### src/hdl/rgbb_pkg.sv
`timescale 1ns / 1ps
`default_nettype none

package rgbb_pkg;

	// operation codes
	localparam logic [1:0] OP_COLORIZE = 2'd0;
	localparam logic [1:0] OP_MODULATE = 2'd1;
	localparam logic [1:0] OP_BLEND    = 2'd2;
	localparam logic [1:0] OP_COMPOSE  = 2'd3;

	// register indexes
	localparam logic REG_DARK  = 1'b0;
	localparam logic REG_LIGHT = 1'b1;

	localparam logic [23:0] DARK_RESET  = 24'h000000;
	localparam logic [23:0] LIGHT_RESET = 24'hFFFFFF;
	localparam logic [7:0]  MID_GRAY    = 8'd128;

	// one channel interpolation request: c1 + (x * (c2 - c1)) / 255
	typedef struct packed {
		logic [7:0] c1;
		logic [7:0] c2;
		logic [7:0] x;
	} lerp_req_t;

endpackage

`default_nettype wire

### src/hdl/rgbb_lerp_lane.sv
`timescale 1ns / 1ps
`default_nettype none

module rgbb_lerp_lane (
	input  wire logic              clk,
	input  wire rgbb_pkg::lerp_req_t req,
	output logic [7:0]             chan
);

	logic [7:0]  abs_diff;
	logic        neg;
	logic [15:0] mag_s2;
	logic        neg_s2;
	logic [7:0]  c1_s2;
	logic [16:0] q_sum;
	logic [7:0]  quot;
	logic [7:0]  chan_s3;

	// form |c2 - c1| and its sign
	always_comb begin
		neg      = (req.c2 < req.c1);
		abs_diff = neg ? (req.c1 - req.c2) : (req.c2 - req.c1);
	end

	// multiply stage
	always_ff @(posedge clk) begin
		mag_s2 <= 16'(req.x) * 16'(abs_diff);
		neg_s2 <= neg;
		c1_s2  <= req.c1;
	end

	// divide by 255 exactly for values below 65535, truncating toward zero
	always_comb begin
		q_sum = 17'(mag_s2) + 17'(mag_s2[15:8]) + 17'd1;
		quot  = q_sum[15:8];
	end

	// add stage
	always_ff @(posedge clk) begin
		chan_s3 <= neg_s2 ? (c1_s2 - quot) : (c1_s2 + quot);
	end

	assign chan = chan_s3;

endmodule

`default_nettype wire

### src/hdl/rgb_pixel_blend_unit.sv
`timescale 1ns / 1ps
`default_nettype none

// Channel      Signals                                          Direction
// command      start, busy, operation, dest_pixel,              in (busy out)
//              gray_level, fore_pixel
// result       result_valid, result_pixel                       out
// config       cfg_we, cfg_index, cfg_data                      in
//
// One pixel enters every cycle; busy is never raised.
// Each pixel passes through the registered stages in order: select, per-channel multiply, divide-by-255 and add.
// arst_n clears the valid bits and resets the colour registers (dark to black, light to white); payload is not reset.
// The receiver cannot stall, so each result shows for exactly one cycle.

module rgb_pixel_blend_unit (
	input  wire logic        clk,
	input  wire logic        arst_n,
	input  wire logic        start,
	output logic             busy,
	input  wire logic [1:0]  operation,
	input  wire logic [31:0] dest_pixel,
	input  wire logic [7:0]  gray_level,
	input  wire logic [31:0] fore_pixel,
	output logic             result_valid,
	output logic [31:0]      result_pixel,
	input  wire logic        cfg_we,
	input  wire logic        cfg_index,
	input  wire logic [23:0] cfg_data
);

	logic [23:0] dark_q;
	logic [23:0] light_q;

	logic [23:0] c1_sel;
	logic [23:0] c2_sel;
	logic [7:0]  x_sel;
	logic [7:0]  alpha_sel;

	logic [23:0] c1_s1;
	logic [23:0] c2_s1;
	logic [7:0]  x_s1;
	logic [7:0]  alpha_s1;
	logic        valid_s1;
	logic [7:0]  alpha_s2;
	logic        valid_s2;
	logic [7:0]  alpha_s3;
	logic        valid_s3;

	logic [7:0]  chan_r;
	logic [7:0]  chan_g;
	logic [7:0]  chan_b;

	rgbb_pkg::lerp_req_t req_r;
	rgbb_pkg::lerp_req_t req_g;
	rgbb_pkg::lerp_req_t req_b;

	assign busy = 1'b0;

	// colour registers
	always_ff @(posedge clk or negedge arst_n) begin
		if (!arst_n) begin
			dark_q  <= rgbb_pkg::DARK_RESET;
			light_q <= rgbb_pkg::LIGHT_RESET;
		end else if (cfg_we) begin
			case (cfg_index)
				rgbb_pkg::REG_DARK:  dark_q  <= cfg_data;
				rgbb_pkg::REG_LIGHT: light_q <= cfg_data;
				default: ;
			endcase
		end
	end

	// pick end points, weight and alpha for the mode
	always_comb begin
		c1_sel    = dest_pixel[23:0];
		c2_sel    = dest_pixel[23:0];
		x_sel     = 8'd0;
		alpha_sel = dest_pixel[31:24];
		case (operation)
			rgbb_pkg::OP_COLORIZE: begin
				// both halves scale the low seven bits by two
				x_sel = {gray_level[6:0], 1'b0};
				if (gray_level >= rgbb_pkg::MID_GRAY) begin
					c2_sel = light_q;
				end else begin
					c1_sel = dark_q;
				end
			end
			rgbb_pkg::OP_MODULATE: begin
				c1_sel = 24'd0;
				x_sel  = gray_level;
			end
			rgbb_pkg::OP_BLEND: begin
				c2_sel = fore_pixel[23:0];
				x_sel  = fore_pixel[31:24];
			end
			rgbb_pkg::OP_COMPOSE: begin
				// zero weight passes the destination colour through
				alpha_sel = gray_level;
			end
			default: ;
		endcase
	end

	// select stage
	always_ff @(posedge clk) begin
		c1_s1    <= c1_sel;
		c2_s1    <= c2_sel;
		x_s1     <= x_sel;
		alpha_s1 <= alpha_sel;
		alpha_s2 <= alpha_s1;
		alpha_s3 <= alpha_s2;
	end

	// advance valid bits
	always_ff @(posedge clk or negedge arst_n) begin
		if (!arst_n) begin
			valid_s1 <= 1'b0;
			valid_s2 <= 1'b0;
			valid_s3 <= 1'b0;
		end else begin
			valid_s1 <= start & ~busy;
			valid_s2 <= valid_s1;
			valid_s3 <= valid_s2;
		end
	end

	assign req_r = '{c1: c1_s1[23:16], c2: c2_s1[23:16], x: x_s1};
	assign req_g = '{c1: c1_s1[15:8],  c2: c2_s1[15:8],  x: x_s1};
	assign req_b = '{c1: c1_s1[7:0],   c2: c2_s1[7:0],   x: x_s1};

	rgbb_lerp_lane u_lane_r (.clk(clk), .req(req_r), .chan(chan_r));
	rgbb_lerp_lane u_lane_g (.clk(clk), .req(req_g), .chan(chan_g));
	rgbb_lerp_lane u_lane_b (.clk(clk), .req(req_b), .chan(chan_b));

	assign result_valid = valid_s3;
	assign result_pixel = {alpha_s3, chan_r, chan_g, chan_b};

`ifndef ASSERT_OFF
	// every accepted beat produces a result once it has passed valid_s1, valid_s2 and valid_s3
	assert property (@(posedge clk) disable iff (!arst_n) start |-> ##3 result_valid)
		else $error("accepted beat did not produce a result");

	// compose writes the gray level into alpha and passes the destination colour through
	assert property (@(posedge clk) disable iff (!arst_n)
		(start && operation == rgbb_pkg::OP_COMPOSE) |-> ##3
		(result_pixel[31:24] == $past(gray_level, 3)
		&& result_pixel[23:0] == $past(dest_pixel[23:0], 3)))
		else $error("compose result wrong");

	// other modes keep the destination alpha
	assert property (@(posedge clk) disable iff (!arst_n)
		(start && operation != rgbb_pkg::OP_COMPOSE) |-> ##3
		(result_pixel[31:24] == $past(dest_pixel[31:24], 3)))
		else $error("destination alpha not kept");
`endif

endmodule

`default_nettype wire
### config.mk
export PLATFORM = sky130hd
export DESIGN_NAME = rgb_pixel_blend_unit
export DESIGN_NICKNAME = d
export VERILOG_FILES = /design/src/hdl/rgbb_pkg.sv /design/src/hdl/rgbb_lerp_lane.sv /design/src/hdl/rgb_pixel_blend_unit.sv
export SDC_FILE = /design/constraint.sdc
export NUM_CORES = 1
export LEC_CHECK = 0
export BUFFER_PORTS_ARGS = -buffer_cell sky130_fd_sc_hd__buf_4
export CAP_MARGIN = 20
export CORE_MARGIN = 4
export CORE_UTILIZATION = 50
export DETAILED_ROUTE_END_ITERATION = 6
export PLACE_DENSITY = 0.71
export SYNTH_ARGS = -nofsm -noshare
export SYNTH_HDL_FRONTEND = slang
export SYNTH_SLANG_ARGS = --single-unit
### constraint.sdc
create_clock -name clk -period 6.7 [get_ports clk]
set_clock_uncertainty 0.15 [all_clocks]
set_input_delay 1.34 -clock clk [delete_from_list [all_inputs] [get_ports clk]]
set_output_delay 1.34 -clock clk [all_outputs]
set_load 0.01 [all_outputs]
; Yosys cells after proc, flatten, opt, wreduce, memory -nomap -nowiden
; Cells that the tools add are included.
[word_totals]
inputBits = 103
reg_bits = 230
out_inout_bits = 34
word_cells = 67
[op_classes]
bitwise_logic = 1
mux = 12
n_lt_le_gt_ge = 4
eq_ne = 3
n_mul = 3
n_reduce_logical = 3
addsub = 18
[ops]
columns = cell, count
row1 = 24-bit one-hot mux with 2 select lines, 2
row2 = 8-bit subtractor, 9
row3 = 8-bit 2-to-1 mux, 7
row4 = 16-bit by 1-bit adder with 16-bit output (second input constant), 3
row5 = 16-bit by 8-bit adder with 16-bit output, 3
row6 = 8-bit by 8-bit multiplier with 16-bit output, 3
row7 = 24-bit 2-to-1 mux, 2
row8 = 8-bit adder, 3
row9 = 8-bit < comparator, 3
row10 = 8-bit one-hot mux with 3 select lines, 1
row11 = 8-bit >= comparator (second input constant), 1
row12 = 2-bit equality test (second input constant), 2
row13 = 2-bit AND reduction, 2
row14 = 2-bit by 1-bit equality test with 1-bit output (second input constant), 1
row15 = 2-bit logical NOT, 1
row16 = 1-bit inverter, 1

; Depth between registers and ports, before layout
[logic_depth]
ltp_word = 4
depth_mapped = 27
mapped_depth_nobuf = 25

; By module
; A second synthesis with hierarchy kept.
[unflattened]
hier_cells = 1846
hier_area_um2 = 17868.4
[by_module_without_submodules]
columns = mod, seq_area_each_um2, area_per_inst_um2, instances, cells_each
row1 = rgbb_lerp_lane at u_lane_g, 660.6, 4609.4, 1, 526
row2 = rgbb_lerp_lane at u_lane_r, 660.6, 4548.1, 1, 511
row3 = rgb_pixel_blend_unit, 2907.8, 4503.1, 1, 346
row4 = rgbb_lerp_lane at u_lane_b, 660.6, 4207.8, 1, 463

; Least setup slack after synthesis
; No wires, ideal clock.
[synth_path]
kind = register to register
start = reg c1_s1[12]
end = reg u_lane_g.mag_s2[15]
arrival_ps = 6222
slack_ps = 201
path_buffers = 3
t_required_ps = 6423
stages_incl_launch_ff = 26
synth_period_minus_slack_ps = 6499
cell_sequence = dfxtp_1 inv_1 ha_1 buf_2 o211ai_2 o21a_1 or2_1 buf_6 or4_4 and3_1 clkbuf_2 or3b_1 fa_1 fa_1 inv_1 fa_1 inv_1 fa_1 inv_1 ha_1 o21a_1 o31a_1 o31a_1 o21bai_1 a21oi_1 or3_1
[synth_via]
elab_chain_cells = 3
word_cells_on_any_way = 5
cone_classes = 2 x add/sub / 1 x mul / 1 x order compare / 1 x mux
[synth_rtl]
columns = element, line_no
row1 = start: declaration, rgb_pixel_blend_unit.sv:39  ; logic [23:0] c1_s1;
row2 = start signal: assignment, rgb_pixel_blend_unit.sv:107  ; c1_s1 <= c1_sel;
row3 = 8-bit < comparator, rgbb_lerp_lane.sv:21  ; neg = (req.c2 < req.c1);
row4 = net u_lane_g.neg, rgbb_lerp_lane.sv:11  ; logic neg;
row5 = 8-bit 2-to-1 mux, rgbb_lerp_lane.sv:22  ; abs_diff = neg ? (req.c1 - req.c2) : (req.c2 - req.c1);
row6 = 8-bit by 8-bit multiplier with 16-bit output, rgbb_lerp_lane.sv:27  ; mag_s2 <= 16'(req.x) * 16'(abs_diff);
row7 = end signal: assignment, rgbb_lerp_lane.sv:27
row8 = end: declaration, rgbb_lerp_lane.sv:12  ; logic [15:0] mag_s2;
; The timed path passes the listed nets, and every way through them passes these cells.
; A chain may end at the register's enable or synchronous reset.

; Final worst setup path
[layout_path]
start = reg c2_s1[8]
end = reg u_lane_g.mag_s2[15]
[layout_via]
elab_chain_cells = 3
word_cells_on_any_way = 5
cone_classes = 2 x add/sub / 1 x mul / 1 x order compare / 1 x mux
[layout_rtl]
columns = element, line_no
row1 = start: declaration, rgb_pixel_blend_unit.sv:40  ; logic [23:0] c2_s1;
row2 = start signal: assignment, rgb_pixel_blend_unit.sv:108  ; c2_s1 <= c2_sel;
row3 = 8-bit subtractor or 8-bit < comparator (tied branches), "rgbb_lerp_lane.sv:22, rgbb_lerp_lane.sv:21"
row4 = 8-bit 2-to-1 mux (*), rgbb_lerp_lane.sv:22
row5 = 8-bit by 8-bit multiplier with 16-bit output (*), rgbb_lerp_lane.sv:27
; Mark *: on every way between the ends. The rest lies on a longest branch, timed or not.

==> metrics list <==
- The run finished with clean final reports.
- Tracing the worst setup path back leads to its startpoint at c2_s1[8].
* Worst Path Required: approximately 7 ns
- The final layout contains roughly 2.5k nets.
- Using the TritonRoute via totals, the vias-per-cell ratio works out to roughly 5.6.
- The floorplan step defined a die boundary enclosing 0.03984 sq mm.
* Setup_tns: 0 ns
- Die height: between 150 and 200 um
* Kind of end point of the critical path: flip-flop
- Wires add up to around 43 mm.
* Cell area after technology mapping: 0.01836 sq mm
- Share of the clock period used by the worst path after layout: 96.13%
- Fin. Hold Viols: 0
* Routability congestion estimate from global placement: 0.9013
- Along the worst path, the maximum fanout reaches 4.
- Clock slew at reported path FFs: 0.06 ns
- The floorplan step defined a core boundary enclosing around 0.036 sq mm.
* Crit path arrival time: 6.71 ns
- Total clock sinks: 230
- Clock latency on the worst-skew pair: 0.55 ns
- Grouping stages by cell kind, the critical path spends the most delay in adder cells.
- Number of inserted diodes: 0
- Max incr delay on CP: around 0.54 ns
- Row generation in the floorplan step produced between 60 and 70 rows.
- Yosys mapped a number of flops with a built-in enable equal to 0.
* Max-cap check violation count: 0
* Worst slew margin relative to its limit: around 42%
* Number of warnings issued by yosys: 0
* Worst-Margin Slew: ~0.86 ns
* Synthesis-to-layout area growth: 14.97%
- Sequential elements use roughly a quarter of the synthesized area.
* Worst R2R Setup Slack: 0.26 ns
* Leftover overflow at the end of global routing: 0
- Root Buffer Master: clkbuf_16
* Iteration count of the initial detailed-routing pass: 6
* Leading post-synthesis cells by cell area: dfxtp_1 20%, ha_1 13%, fa_1 13%, inv_1 4.6%, nor2b_1 3.7%
- On the final layout, the worst hold slack is roughly 0.18 ns.
- The number of placed instances, taps included, is around 2.5k.
- Worst path cell trace: inv_1 > ha_2 > inv_2 > fa_2 > a211oi_2 > o21a_1 > or2_4 > or4_4 > and3_4 > or3b_4 > fa_1 > fa_1 > inv_2 > fa_1 > inv_1 > fa_1 > inv_1 > ha_4 > o21a_1 > o31a_1 > o31a_1 > o21bai_2 > a21oi_1 > or3_1
* Worst setup path category: flip-flop to flip-flop
- Maximum clock insertion buffer count: 3
- Storage cell area: 0.004891 sq mm
- Class of the tightest hold or removal check: flip-flop to flip-flop
- Hold Buf Count CTS: 0
* Final setup fails: 0
- Detailed router's first-iteration violation count: ~830
- Combined area of the multi-input logic cells: about 0.012 sq mm
- Die extent in x: about 200 um
- Minimum clock period after layout: between 6 and 7 ns
- Half-perimeter wire length after detailed placement: around 33 mm
- I/O Pins: between 100 and 150
- Non-filler cells in the finished layout: 2586
- For this run, design rule violations remaining after detail routing come to 0.
* PortBufs: around 140
- For this run, asynchronously set or reset flops after synthesis account for roughly 22%.
* Number of antenna violations at the first check in global routing: 0
- The initial utilization of the core area, before any placement, comes to between 50% and 60%.
- In the synthesized netlist, the number of instances is a little under 2k.
- Cell type with the highest aggregate area in the netlist: dfxtp_1
- The first global-routing pass estimated 71.73 mm of wire.
* Min-delay src: alpha_s1[7]
- Averaged over all synthesized cells, the footprint is approximately 9.3 sq um.
- The slowest stage of the critical path is the fa_1 cell.
* H-tree depth: 1
* Routed via count: around 14k
- In this run, synthesis produced a sequential element count of between 200 and 250.
- Cell area after placement: around 0.02 sq mm
* Global-route total usage across every layer: a little over a fifth
- Setup repair after global routing could not meet its margin everywhere.
- Cell area after layout: approximately 0.021 sq mm
- Cell Pwr Density: 476.6 mW/mm^2
* CTS buffer count: 25
- Across the VDD grid, the largest voltage drop is between 0.2 and 0.3 mV.
- Number of slew-limit violations in the final report: 0
- Top cell type's share of synthesized area: a little under 20%
- In this design, the critical path's most frequently occurring cell is fa_1.
* Fillcell total: roughly 3.1k
- Fraction of final layout cells sized beyond drive strength 1: approximately 18%
- TritonCTS built the clock tree.
- Total buffers and inverters traversed by the critical path: 5
- Entering global routing, the biggest net connects 52 pins.
- Number of global-route vias before repair: between 10k and 15k
- The number of nets in the synthesized netlist is 2398.
- Startpoint kind of the worst setup timing path: flip-flop
* Achievable Freq: 155.3 MHz
- Total power after layout: slightly above 10000 uW
- Unique cell type count in the Yosys netlist: between 70 and 80
- The analysis attributes to cell leakage a power of 0.009781 uW.
- Top flip-flop cell by instance count after synthesis: dfxtp_1
* Launch point of the worst reg-to-reg path: c2_s1[8]
* Count of nets left with antenna violations after detail routing: 0
- Routed length per instance: between 15 and 20 um
[stage by stage]
step / setup slack (ns) / util (%)
final: 0.2593 / 58.77
after global routing: -0.01388 / 58.77
after CTS: 0.05868 / 58.27
after detailed placement: -0.1715 / 55.78
after global placement: -0.03959 / 55.70
after floorplan: 0.2011 / -
[cell families (layout without fill, tap and decap cells)]
logic type / count (synthesis) / count (layout) / synth area share (%)
AOI/OAI and AO/OA: 404 / 404 / 14.82
xor gates and xnor gates: 83 / 83 / 3.960
adders and majority gates: 315 / 315 / 26.26
buffers and inverters: 320 / 465 / 6.666
DFF: 230 / 230 / 26.64
muxes: 99 / 99 / 5.807
other: 1 / 1 / 0.02043
and+or+nand+nor: 528 / 528 / 15.83
[power breakdown]
part	switching [uW]	internal, uW
Clock	569	908
Combinational	3520	3030
Sequential	248	1790
Total	4330	5730
[Yosys cell counts (27+ instances only)]
master    instances
dfrtp_1          27
nor2b_1         109
o21ai_0          84
dfxtp_1         179
a21oi_1          89
mux2_2           60
nor3_1           36
nand2_1          94
and2_1           73
xnor2_1          66
ha_1            198
mux2i_1          39
nor2_1           63
inv_1           224
clkbuf_1         81
nand2b_1         42
fa_1            117
[metal layers]
metal	GRT usage, %	share of wire (%)
met5	0	0
met3	3.760	6.6
met1	30.51	46
met2	35.40	45
met4	5.157	2.2
[cell usage in the layout (no fill, tap or decap), drive strengths merged, types with 25 or more instances in the layout]
master,count
a21oi,89
a22o,25
a22oi,25
and2,73
buf,194
clkbuf,36
dfrtp,27
dfxtp,179
fa,117
ha,198
inv,226
mux2,60
mux2i,39
nand2,94
nand2b,42
nand3,25
nor2,63
nor2b,109
nor3,36
o21ai,86
xnor2,66
[state kept, by name (all words and copies together) (netlist names), 16 cells and up]
register	cells
dark_q	24
u_lane_r.mag_s2	16
c1_s1	24
u_lane_g.mag_s2	16
light_q	24
c2_s1	24
u_lane_b.mag_s2	16
[path summary, 6_finish.rpt]
check                                      end  cells after the start
max                        u_lane_g.mag_s2[15]                     24
min                                alpha_s2[7]                      0
max reg2reg                u_lane_g.mag_s2[15]                     24
min reg2reg                        alpha_s2[7]                      0
max in group asynchronous            dark_q[4]                      1
min in group asynchronous           dark_q[11]                      1
[layout make-up]
type | count | area share, %
Multi-Input combinational cell | 1430 | 58.87
Timing Repair Buffer | 194 | 7.013
Sequential cell | 230 | 23.17
Tap cell | 461 | 2.733
Clock buffer | 36 | 3.444
Clock inverter | 10 | 0.7648
Inverter | 225 | 4.002
[repair_timing]
action,CTS,global route
buffers inserted,0,4
endpoints found under the hold margin,0,0
pin swaps,0,12
cloned,0,0
endpoints found under the setup margin,2,12
resized for setup,1,35
Power figures use the tool's default switching activity.
